[src/lwsf_pkg.sv]
package lwsf_pkg;

  localparam int unsigned DIMS_W    = 2;
  localparam int unsigned SIZE_W    = 16;
  localparam int unsigned CFG_IDX_W = 2;
  localparam int unsigned NUM_LANES = 3;

  typedef enum logic [CFG_IDX_W-1:0] {
    CFG_MAX_ITEM_WIDTH  = 2'd0,
    CFG_MAX_ITEM_HEIGHT = 2'd1,
    CFG_MAX_ITEM_DEPTH  = 2'd2,
    CFG_MAX_GROUP_ITEMS = 2'd3
  } cfg_idx_e;

  // Control from the top level to one GCD lane
  typedef struct packed {
    logic start;
    logic used;
  } lane_ctrl_t;

  // Control from the top level to the group-limit fit stage
  typedef struct packed {
    logic start;
    logic ack;
  } fit_ctrl_t;

endpackage

[src/lwsf_if.sv]
interface lwsf_in_if #(
  parameter int unsigned GLOBAL_BITS = 32
);
  logic                           valid;
  logic                           ready;
  logic [lwsf_pkg::DIMS_W-1:0]    dims_used;
  logic [GLOBAL_BITS-1:0]         global_width;
  logic [GLOBAL_BITS-1:0]         global_height;
  logic [GLOBAL_BITS-1:0]         global_depth;

  modport source (
    output valid, dims_used, global_width, global_height, global_depth,
    input  ready
  );
  modport sink (
    input  valid, dims_used, global_width, global_height, global_depth,
    output ready
  );
endinterface

interface lwsf_out_if;
  logic                           valid;
  logic                           ready;
  logic [lwsf_pkg::DIMS_W-1:0]    out_dims;
  logic [lwsf_pkg::SIZE_W-1:0]    local_width;
  logic [lwsf_pkg::SIZE_W-1:0]    local_height;
  logic [lwsf_pkg::SIZE_W-1:0]    local_depth;

  modport source (
    output valid, out_dims, local_width, local_height, local_depth,
    input  ready
  );
  modport sink (
    input  valid, out_dims, local_width, local_height, local_depth,
    output ready
  );
endinterface

interface lwsf_cfg_if #(
  parameter int unsigned LIMIT_BITS = 16
);
  logic                           valid;
  logic                           ready;
  logic [lwsf_pkg::CFG_IDX_W-1:0] idx;
  logic [LIMIT_BITS-1:0]          data;

  modport source (
    output valid, idx, data,
    input  ready
  );
  modport sink (
    input  valid, idx, data,
    output ready
  );
endinterface

[src/lwsf_gcd_lane.sv]
module lwsf_gcd_lane #(
  parameter int unsigned GLOBAL_BITS = 32,
  parameter int unsigned LIMIT_BITS  = 16
) (
  input  logic                       clk_i,
  input  logic                       rst_ni,
  input  lwsf_pkg::lane_ctrl_t       ctrl_i,
  input  logic [GLOBAL_BITS-1:0]     a_i,
  input  logic [LIMIT_BITS-1:0]      b_i,
  output logic                       done_o,
  output logic [LIMIT_BITS-1:0]      res_o
);

  localparam int unsigned UW = (GLOBAL_BITS > LIMIT_BITS) ? GLOBAL_BITS : LIMIT_BITS;
  localparam int unsigned KW = $clog2(LIMIT_BITS);

  typedef enum logic [1:0] {
    L_IDLE,
    L_RUN,
    L_DONE
  } lane_state_e;

  lane_state_e           state_q;
  logic [UW-1:0]         u_q;
  logic [LIMIT_BITS-1:0] v_q;
  logic [KW-1:0]         k_q;
  logic [LIMIT_BITS-1:0] res_q;
  logic [UW-1:0]         v_ext;

  assign v_ext  = UW'(v_q);
  assign done_o = (state_q == L_DONE);
  assign res_o  = res_q;

  // Binary GCD: one shift or one subtract per cycle; v never reaches zero
  always_ff @(posedge clk_i or negedge rst_ni) begin
    if (!rst_ni) begin
      state_q <= L_IDLE;
      u_q     <= '0;
      v_q     <= '0;
      k_q     <= '0;
      res_q   <= '0;
    end else begin
      unique case (state_q)
        L_IDLE, L_DONE: begin
          if (ctrl_i.start) begin
            if (ctrl_i.used) begin
              u_q     <= UW'(a_i);
              v_q     <= b_i;
              k_q     <= '0;
              state_q <= L_RUN;
            end else begin
              res_q   <= LIMIT_BITS'(1);
              state_q <= L_DONE;
            end
          end
        end
        L_RUN: begin
          priority if (u_q == '0) begin
            res_q   <= v_q << k_q;
            state_q <= L_DONE;
          end else if (!u_q[0] && !v_q[0]) begin
            u_q <= u_q >> 1;
            v_q <= v_q >> 1;
            k_q <= k_q + 1'b1;
          end else if (!u_q[0]) begin
            u_q <= u_q >> 1;
          end else if (!v_q[0]) begin
            v_q <= v_q >> 1;
          end else if (u_q >= v_ext) begin
            u_q <= u_q - v_ext;
          end else begin
            // swap so the larger odd value is reduced
            u_q <= v_ext - u_q;
            v_q <= u_q[LIMIT_BITS-1:0];
          end
        end
        default: state_q <= L_IDLE;
      endcase
    end
  end

`ifndef SYNTHESIS
  assert property (@(posedge clk_i) disable iff (!rst_ni)
    (state_q == L_RUN) |-> (v_q != '0))
    else $error("gcd lane divisor reached zero");

  assert property (@(posedge clk_i) disable iff (!rst_ni)
    (state_q == L_DONE) |-> (res_q != '0))
    else $error("gcd lane finished with a zero result");
`endif

endmodule

[src/lwsf_fit.sv]
module lwsf_fit #(
  parameter int unsigned LIMIT_BITS = 16
) (
  input  logic                    clk_i,
  input  logic                    rst_ni,
  input  lwsf_pkg::fit_ctrl_t     ctrl_i,
  input  logic [LIMIT_BITS-1:0]   lim_i,
  input  logic [LIMIT_BITS-1:0]   w_i,
  input  logic [LIMIT_BITS-1:0]   h_i,
  input  logic [LIMIT_BITS-1:0]   d_i,
  output logic                    done_o,
  output logic [LIMIT_BITS-1:0]   w_o,
  output logic [LIMIT_BITS-1:0]   h_o,
  output logic [LIMIT_BITS-1:0]   d_o
);

  localparam int unsigned PW = 2 * LIMIT_BITS;

  typedef enum logic [2:0] {
    F_IDLE,
    F_MUL,
    F_CHK1,
    F_CHK2,
    F_DONE
  } fit_state_e;

  fit_state_e            state_q;
  logic [LIMIT_BITS-1:0] w_q, h_q, d_q;
  logic [PW-1:0]         prod_q;
  logic [LIMIT_BITS-1:0] mul_x, mul_y;
  logic [PW-1:0]         mul_res;
  logic [PW-1:0]         lim_ext;

  function automatic logic [LIMIT_BITS-1:0] halve(input logic [LIMIT_BITS-1:0] v);
    halve = (v > LIMIT_BITS'(1)) ? (v >> 1) : LIMIT_BITS'(1);
  endfunction

  // One shared multiplier: w*h first, then (w*h)*d once w*h fits the limit
  assign mul_x   = (state_q == F_CHK1) ? prod_q[LIMIT_BITS-1:0] : w_q;
  assign mul_y   = (state_q == F_CHK1) ? d_q : h_q;
  assign mul_res = PW'(mul_x) * PW'(mul_y);
  assign lim_ext = PW'(lim_i);

  assign done_o = (state_q == F_DONE);
  assign w_o    = w_q;
  assign h_o    = h_q;
  assign d_o    = d_q;

  always_ff @(posedge clk_i or negedge rst_ni) begin
    if (!rst_ni) begin
      state_q <= F_IDLE;
      w_q     <= '0;
      h_q     <= '0;
      d_q     <= '0;
      prod_q  <= '0;
    end else begin
      unique case (state_q)
        F_IDLE: begin
          if (ctrl_i.start) begin
            w_q     <= w_i;
            h_q     <= h_i;
            d_q     <= d_i;
            state_q <= (lim_i == '0) ? F_DONE : F_MUL;
          end
        end
        F_MUL: begin
          prod_q  <= mul_res;
          state_q <= F_CHK1;
        end
        F_CHK1: begin
          if (prod_q > lim_ext) begin
            w_q     <= halve(w_q);
            h_q     <= halve(h_q);
            d_q     <= halve(d_q);
            state_q <= F_MUL;
          end else begin
            prod_q  <= mul_res;
            state_q <= F_CHK2;
          end
        end
        F_CHK2: begin
          if (prod_q > lim_ext) begin
            w_q     <= halve(w_q);
            h_q     <= halve(h_q);
            d_q     <= halve(d_q);
            state_q <= F_MUL;
          end else begin
            state_q <= F_DONE;
          end
        end
        F_DONE: begin
          if (ctrl_i.ack) begin
            state_q <= F_IDLE;
          end
        end
        default: state_q <= F_IDLE;
      endcase
    end
  end

`ifndef SYNTHESIS
  assert property (@(posedge clk_i) disable iff (!rst_ni)
    (state_q == F_DONE) |-> (w_q != '0 && h_q != '0 && d_q != '0))
    else $error("fit stage produced a zero local size");
`endif

endmodule

[src/local_work_size_fit_unit.sv]
// Local work-group size fitter.
// Channels: cfg_i writes the four limit registers (index 0..3: max width,
// max height, max depth, max group items; zero group limit = unlimited) and
// is always ready. in_i carries one global work size per transaction; out_o
// returns one local size per transaction, with out_dims equal to the input's
// dimension count (1 when the count is zero).
// Processing: three GCD lanes run side by side, one binary GCD step per cycle;
// then the fit stage runs its halving rounds on its one shared multiplier,
// at most LIMIT_BITS rounds.
// Throughput: one transaction at a time; in_i is ready again once the result
// sits in the output register, so a new item runs while out_o is stalled.
// A stalled out_o holds its result; a finished item then waits in the fit
// stage until the output register frees up.
// Reset: limits return to 1, 1, 1 and group limit 0; no result is pending.
module local_work_size_fit_unit #(
  parameter int unsigned GLOBAL_BITS = 32,
  parameter int unsigned LIMIT_BITS  = 16
) (
  input  logic        clk_i,
  input  logic        rst_ni,
  lwsf_cfg_if.sink    cfg_i,
  lwsf_in_if.sink     in_i,
  lwsf_out_if.source  out_o
);

  localparam int unsigned NL = lwsf_pkg::NUM_LANES;

  typedef enum logic [1:0] {
    S_IDLE,
    S_GCD,
    S_FIT
  } state_e;

  state_e                          state_q;
  logic [lwsf_pkg::DIMS_W-1:0]     dims_q;
  logic                            out_valid_q;
  logic [lwsf_pkg::DIMS_W-1:0]     out_dims_q;
  logic [lwsf_pkg::SIZE_W-1:0]     out_w_q, out_h_q, out_d_q;

  logic [LIMIT_BITS-1:0]           max_w_q, max_h_q, max_d_q, max_grp_q;

  lwsf_pkg::lane_ctrl_t            lane_ctrl [NL];
  logic [GLOBAL_BITS-1:0]          lane_a    [NL];
  logic [LIMIT_BITS-1:0]           lane_b    [NL];
  logic [LIMIT_BITS-1:0]           lane_res  [NL];
  logic [NL-1:0]                   lane_done;

  lwsf_pkg::fit_ctrl_t             fit_ctrl;
  logic                            fit_done;
  logic [LIMIT_BITS-1:0]           fit_w, fit_h, fit_d;

  logic in_acc, out_acc, out_free, load_out;

  assign cfg_i.ready = 1'b1;

  always_ff @(posedge clk_i or negedge rst_ni) begin
    if (!rst_ni) begin
      max_w_q   <= LIMIT_BITS'(1);
      max_h_q   <= LIMIT_BITS'(1);
      max_d_q   <= LIMIT_BITS'(1);
      max_grp_q <= '0;
    end else if (cfg_i.valid) begin
      unique case (lwsf_pkg::cfg_idx_e'(cfg_i.idx))
        lwsf_pkg::CFG_MAX_ITEM_WIDTH:  max_w_q   <= cfg_i.data;
        lwsf_pkg::CFG_MAX_ITEM_HEIGHT: max_h_q   <= cfg_i.data;
        lwsf_pkg::CFG_MAX_ITEM_DEPTH:  max_d_q   <= cfg_i.data;
        lwsf_pkg::CFG_MAX_GROUP_ITEMS: max_grp_q <= cfg_i.data;
        default: ;
      endcase
    end
  end

  assign in_i.ready = (state_q == S_IDLE);
  assign in_acc     = in_i.valid && in_i.ready;
  assign out_acc    = out_valid_q && out_o.ready;
  assign out_free   = !out_valid_q || out_o.ready;
  assign load_out   = (state_q == S_FIT) && fit_done && out_free;

  // A zero maximum counts as 1
  assign lane_a[0] = in_i.global_width;
  assign lane_a[1] = in_i.global_height;
  assign lane_a[2] = in_i.global_depth;
  assign lane_b[0] = (max_w_q == '0) ? LIMIT_BITS'(1) : max_w_q;
  assign lane_b[1] = (max_h_q == '0) ? LIMIT_BITS'(1) : max_h_q;
  assign lane_b[2] = (max_d_q == '0) ? LIMIT_BITS'(1) : max_d_q;

  for (genvar i = 0; i < NL; i++) begin : g_lane
    assign lane_ctrl[i].start = in_acc;
    assign lane_ctrl[i].used  = (in_i.dims_used > lwsf_pkg::DIMS_W'(i));

    lwsf_gcd_lane #(
      .GLOBAL_BITS (GLOBAL_BITS),
      .LIMIT_BITS  (LIMIT_BITS)
    ) u_lane (
      .clk_i  (clk_i),
      .rst_ni (rst_ni),
      .ctrl_i (lane_ctrl[i]),
      .a_i    (lane_a[i]),
      .b_i    (lane_b[i]),
      .done_o (lane_done[i]),
      .res_o  (lane_res[i])
    );
  end

  assign fit_ctrl.start = (state_q == S_GCD) && (&lane_done);
  assign fit_ctrl.ack   = load_out;

  lwsf_fit #(
    .LIMIT_BITS (LIMIT_BITS)
  ) u_fit (
    .clk_i  (clk_i),
    .rst_ni (rst_ni),
    .ctrl_i (fit_ctrl),
    .lim_i  (max_grp_q),
    .w_i    (lane_res[0]),
    .h_i    (lane_res[1]),
    .d_i    (lane_res[2]),
    .done_o (fit_done),
    .w_o    (fit_w),
    .h_o    (fit_h),
    .d_o    (fit_d)
  );

  always_ff @(posedge clk_i or negedge rst_ni) begin
    if (!rst_ni) begin
      state_q     <= S_IDLE;
      dims_q      <= '0;
      out_valid_q <= 1'b0;
      out_dims_q  <= '0;
      out_w_q     <= '0;
      out_h_q     <= '0;
      out_d_q     <= '0;
    end else begin
      unique case (state_q)
        S_IDLE: begin
          if (in_acc) begin
            dims_q  <= in_i.dims_used;
            state_q <= S_GCD;
          end
        end
        S_GCD: begin
          if (&lane_done) begin
            state_q <= S_FIT;
          end
        end
        S_FIT: begin
          if (load_out) begin
            state_q <= S_IDLE;
          end
        end
        default: state_q <= S_IDLE;
      endcase

      // load the result, or drop it once taken
      if (load_out) begin
        out_valid_q <= 1'b1;
        out_dims_q  <= (dims_q == '0) ? lwsf_pkg::DIMS_W'(1) : dims_q;
        out_w_q     <= lwsf_pkg::SIZE_W'(fit_w);
        out_h_q     <= lwsf_pkg::SIZE_W'(fit_h);
        out_d_q     <= lwsf_pkg::SIZE_W'(fit_d);
      end else if (out_acc) begin
        out_valid_q <= 1'b0;
      end
    end
  end

  assign out_o.valid        = out_valid_q;
  assign out_o.out_dims     = out_dims_q;
  assign out_o.local_width  = out_w_q;
  assign out_o.local_height = out_h_q;
  assign out_o.local_depth  = out_d_q;

`ifndef SYNTHESIS
  assert property (@(posedge clk_i) disable iff (!rst_ni)
    fit_done |-> (state_q == S_FIT))
    else $error("fit stage finished outside the fit phase");

  assert property (@(posedge clk_i) disable iff (!rst_ni)
    out_valid_q |-> (out_dims_q != '0))
    else $error("result carries a zero dimension count");

  assert property (@(posedge clk_i) disable iff (!rst_ni)
    in_acc |=> (state_q == S_GCD) && (dims_q == $past(in_i.dims_used)))
    else $error("accepted transaction not captured");
`endif

endmodule

[src/flat_wrapper.sv]
// flat-port wrapper written by rule: the top's interface ports become plain ports
module local_work_size_fit_unit_flat 
#(
  parameter int unsigned GLOBAL_BITS = 32,
  parameter int unsigned LIMIT_BITS  = 16
)
  (clk_i, rst_ni, cfg_i_valid, cfg_i_idx, cfg_i_data, cfg_i_ready, in_i_valid, in_i_dims_used, in_i_global_width, in_i_global_height, in_i_global_depth, in_i_ready, out_o_valid, out_o_out_dims, out_o_local_width, out_o_local_height, out_o_local_depth, out_o_ready);
  lwsf_cfg_if #(.LIMIT_BITS(LIMIT_BITS)) cfg_i_i ();
  lwsf_in_if #(.GLOBAL_BITS(GLOBAL_BITS)) in_i_i ();
  lwsf_out_if out_o_i ();
  input  logic clk_i;
  input  logic rst_ni;
  input wire logic [$bits(cfg_i_i.valid)-1:0] cfg_i_valid;
  input wire logic [$bits(cfg_i_i.idx)-1:0] cfg_i_idx;
  input wire logic [$bits(cfg_i_i.data)-1:0] cfg_i_data;
  output wire logic [$bits(cfg_i_i.ready)-1:0] cfg_i_ready;
  input wire logic [$bits(in_i_i.valid)-1:0] in_i_valid;
  input wire logic [$bits(in_i_i.dims_used)-1:0] in_i_dims_used;
  input wire logic [$bits(in_i_i.global_width)-1:0] in_i_global_width;
  input wire logic [$bits(in_i_i.global_height)-1:0] in_i_global_height;
  input wire logic [$bits(in_i_i.global_depth)-1:0] in_i_global_depth;
  output wire logic [$bits(in_i_i.ready)-1:0] in_i_ready;
  output wire logic [$bits(out_o_i.valid)-1:0] out_o_valid;
  output wire logic [$bits(out_o_i.out_dims)-1:0] out_o_out_dims;
  output wire logic [$bits(out_o_i.local_width)-1:0] out_o_local_width;
  output wire logic [$bits(out_o_i.local_height)-1:0] out_o_local_height;
  output wire logic [$bits(out_o_i.local_depth)-1:0] out_o_local_depth;
  input wire logic [$bits(out_o_i.ready)-1:0] out_o_ready;
  assign cfg_i_i.valid = cfg_i_valid;
  assign cfg_i_i.idx = cfg_i_idx;
  assign cfg_i_i.data = cfg_i_data;
  assign cfg_i_ready = cfg_i_i.ready;
  assign in_i_i.valid = in_i_valid;
  assign in_i_i.dims_used = in_i_dims_used;
  assign in_i_i.global_width = in_i_global_width;
  assign in_i_i.global_height = in_i_global_height;
  assign in_i_i.global_depth = in_i_global_depth;
  assign in_i_ready = in_i_i.ready;
  assign out_o_valid = out_o_i.valid;
  assign out_o_out_dims = out_o_i.out_dims;
  assign out_o_local_width = out_o_i.local_width;
  assign out_o_local_height = out_o_i.local_height;
  assign out_o_local_depth = out_o_i.local_depth;
  assign out_o_i.ready = out_o_ready;
  local_work_size_fit_unit #(.GLOBAL_BITS(GLOBAL_BITS), .LIMIT_BITS(LIMIT_BITS)) u_core (.clk_i(clk_i), .rst_ni(rst_ni), .cfg_i(cfg_i_i), .in_i(in_i_i), .out_o(out_o_i));
endmodule
[config.mk]
export PLATFORM = sky130hd
export DESIGN_NAME = local_work_size_fit_unit_flat
export DESIGN_NICKNAME = d
export VERILOG_FILES = /design/src/lwsf_pkg.sv /design/src/lwsf_if.sv /design/src/lwsf_gcd_lane.sv /design/src/lwsf_fit.sv /design/src/local_work_size_fit_unit.sv /design/src/flat_wrapper.sv
export SDC_FILE = /design/constraint.sdc
export NUM_CORES = 2
export LEC_CHECK = 0
export BUFFER_PORTS_ARGS = -buffer_cell sky130_fd_sc_hd__buf_2
export CAP_MARGIN = 10
export CORE_UTILIZATION = 35
export CTS_BUF_LIST = sky130_fd_sc_hd__clkbuf_4 sky130_fd_sc_hd__clkbuf_8
export DETAILED_ROUTE_END_ITERATION = 8
export GPL_ROUTABILITY_DRIVEN = 0
export PLACE_DENSITY = 0.57
export SLEW_MARGIN = 30
export SYNTH_ARGS = -nofsm -noshare
export SYNTH_HDL_FRONTEND = slang
export SYNTH_SLANG_ARGS = --single-unit
[constraint.sdc]
create_clock -name clk_i -period 10.1 [get_ports clk_i]
set_clock_uncertainty 0.1 [all_clocks]
set_input_delay 0 -clock clk_i [delete_from_list [all_inputs] [get_ports clk_i]]
set_output_delay 0 -clock clk_i [all_outputs]
set_load 0.02 [all_outputs]
==> impl_metrics.tcl <==
set metrics [dict create \
    status "finished clean" \
    antenna_found_initial 14 \
    nets 4844 \
    cap_viol_max_count 0 \
    vias 31590 \
    cp.arrival_ps 9020 \
    grtUsageTotal_pct 22.90 \
    crit_family "adder cells" \
    grt_pass1_vias 31620 \
    endpoint_kind "flop" \
    insertion_delay_ps 720 \
    vias_per_cell 5.517 \
    netlist_instances 4075 \
    synth_flop_cell "dfrtp_1" \
    grt_pass1_wl_um 185900 \
    die_area_mm2 0.1034 \
    postCtsSetupBuffers 0 \
    synth_area_leaders "dfrtp_1 29%, fa_1 11%, ha_1 7.9%, mux2_2 5.4%, mux2i_1 4.2%" \
    area_delta_synth_final_pct 15.59 \
    required_ps 10560 \
    finalHoldViolCount 0 \
    clkTransAtPathRegs_ps 60 \
    cts_resized 0 \
    drtIter0Drc 2496 \
    overflow 0 \
    worstPathMaxFanout 25 \
    drive_gt1_share_pct 13.82 \
    core_mm2 0.1007 \
    syn_area_per_cell_um2 8.775 \
    wire_per_inst_um 20.57 \
    min_path_type "input port to flop" \
    grt_max_degree 118 \
    async_reset_ff_share_pct 100.0 \
    syn_area_mm2 0.03576 \
    yosysWarnings 0 \
    synth_top_area_share_pct 28.62 \
    die_w_um 321.6 \
    portBuffers 172 \
    fin_crit_sh_pct 84.74 \
    critPathBufInv 5 \
    min_period_ps 8559 \
    synth_top_cell_by_area "dfrtp_1" \
    cts.sinks 412 \
    worst_path_max_delay_cell "nor2_4" \
    start_util_pct 35.50 \
    final_max_slew_viol_count 0 \
    postRouteAntennaNets 0 \
    drt_first_pass_iters 8 \
    worstSetupPathType "flop to flop" \
    drt-total-wl_um 117800 \
    ys_ff_latch 412 \
    worstSetupStartpointType "flop" \
    seq_area_frac_synth_pct 28.84 \
    grt_setup_unrepaired "no" \
    cts_root_buf "clkbuf_8" \
    drc 0 \
    ys_types 89 \
    crit_top_cell "fa_1" \
    max_freq_mhz 116.8 \
    setup_tns_ps 0 \
    synth_most_common_cell "dfrtp_1" \
    synth_common_cells "409 x dfrtp_1, 391 x nor2_1, 383 x inv_1" \
    cts_tree "built" \
    placementRows 116 \
    hold_buffers 142 \
    max_stage_delay_ps 600 \
    syn-num-nets 4621 \
    cts_max_path_buffers 3 \
    cts_made_buffers 81 \
    dp_hpwl_um 88070 \
    setup_viol 0 \
    htreeDepth 3 \
    die_h_um 321.6 \
    worst_pin_slew_ps 917.6 \
    pin_count 174 \
    slew-limit-headroom_pct 37.08 \
    synth_edf_count 0 \
]
[sequential cells by signal, indices dropped and copies added, names as in the netlist, 32 cells and up]
name,cells
u_core.g_lane.u_lane.v_q,48
u_core.g_lane.u_lane.res_o,48
u_core.g_lane.u_lane.u_q,96
u_core.u_fit.prod_q,32
[metal layers]
metal	vias to the layer above	part of all wire, %	global-route usage (%)	routed length, µm
li1	14790	-	-	-
met1	15450	45	31.66	53580
met2	1122	44	35.33	51980
met3	220	7.5	5.269	8822
met4	14	2.8	7.037	3301
met5	-	0.077	0	91
[path summary, 6_finish.rpt]
kind                            slack [ps]                              to  depth (start not counted)                    start
min in group asynchronous              470    u_core.out_o.local_depth[11]                          4                   rst_ni
worst max-delay path                  1540         u_core.u_fit.prod_q[24]                         25  u_core.u_fit.state_q[2]
max in group asynchronous             7850             u_core.u_fit.w_o[2]                          5                   rst_ni
worst min register to register         380                u_core.dims_q[0]                          2         u_core.dims_q[0]
worst max register to register        1540         u_core.u_fit.prod_q[24]                         25  u_core.u_fit.state_q[2]
worst min-delay path                    50  u_core.g_lane[1].u_lane.u_q[6]                          4    in_i_global_height[6]
[layout by cell type, fill, tap and decap left out, drive strengths merged, types with 53 or more instances in the layout]
cell / count
a21o: 65
a21oi: 280
buf: 221
clkbuf: 117
dfrtp: 409
dlygate4sd3: 141
fa: 200
ha: 225
inv: 385
mux2: 174
mux2i: 149
nand2: 373
nand3: 59
nor2: 392
nor3: 76
nor4: 59
o211ai: 53
o21ai: 279
[logic make-up (layout without fill, tap and decap cells)]
| family | Yosys count | after routing | synth area share [%] |
|---|---|---|---|
| AOI/OAI and AO/OA | 1068 | 1068 | 19.03 |
| xor gates and xnor gates | 74 | 74 | 1.813 |
| adders and majority gates | 425 | 425 | 19.07 |
| buffers and inverters | 607 | 896 | 6.487 |
| DFF | 412 | 412 | 28.84 |
| muxes | 328 | 328 | 9.976 |
| other | 1 | 7 | 0.01049 |
| and+or+nand+nor | 1160 | 1160 | 14.77 |
[final cells by class]
| cell class | count | area (µm²) |
|---|---|---|
| antenna | 6 | 15.01 |
| clock inverter | 32 | 390.4 |
| multi-input combinational | 3056 | 23240 |
| sequential | 412 | 10310 |
| inverter | 385 | 1445 |
| fill | 10210 | 59400 |
| tap | 1357 | 1698 |
| clock buffer | 117 | 1529 |
| timing repair buffer | 362 | 2699 |
[metrics by stage]
stage          util (%)  worst slack, ps  instance area, µm²  hold slack, ps  cells
2_1_floorplan         -             2059               35760          -395.6   4075
3_3_place_gp      37.65             1728               37930           37.47   5430
3_5_place_dp      37.67             1646               37940           26.55   5430
4_1_cts           41.00             1615               41300           2.188   5721
5_1_grt           41.03             1049               41330           43.26   5726
6_report          41.03             1541               41330           48.39   5727
[worst reg2reg max path, cell delays in order (launching register included)]
cell and delay [ps]:
dfrtp_1 490, nand2b_4 200, nor2_4 600, buf_12 280, mux2i_1 540, nor2_1 130, fa_1 570, inv_1 60
fa_1 500, fa_1 510, inv_1 50, fa_1 500, fa_1 590, inv_1 80, fa_1 540, inv_1 40
ha_1 330, and4_1 250, a31oi_1 250, nand3_1 210, a31oi_1 390, o221ai_1 300, a21boi_0 350, o21ai_0 150
xor2_1 150, mux2_2 260
Power is not shown: default switching activity piles up to over one toggle a cycle in this logic, so the estimate is an artifact.
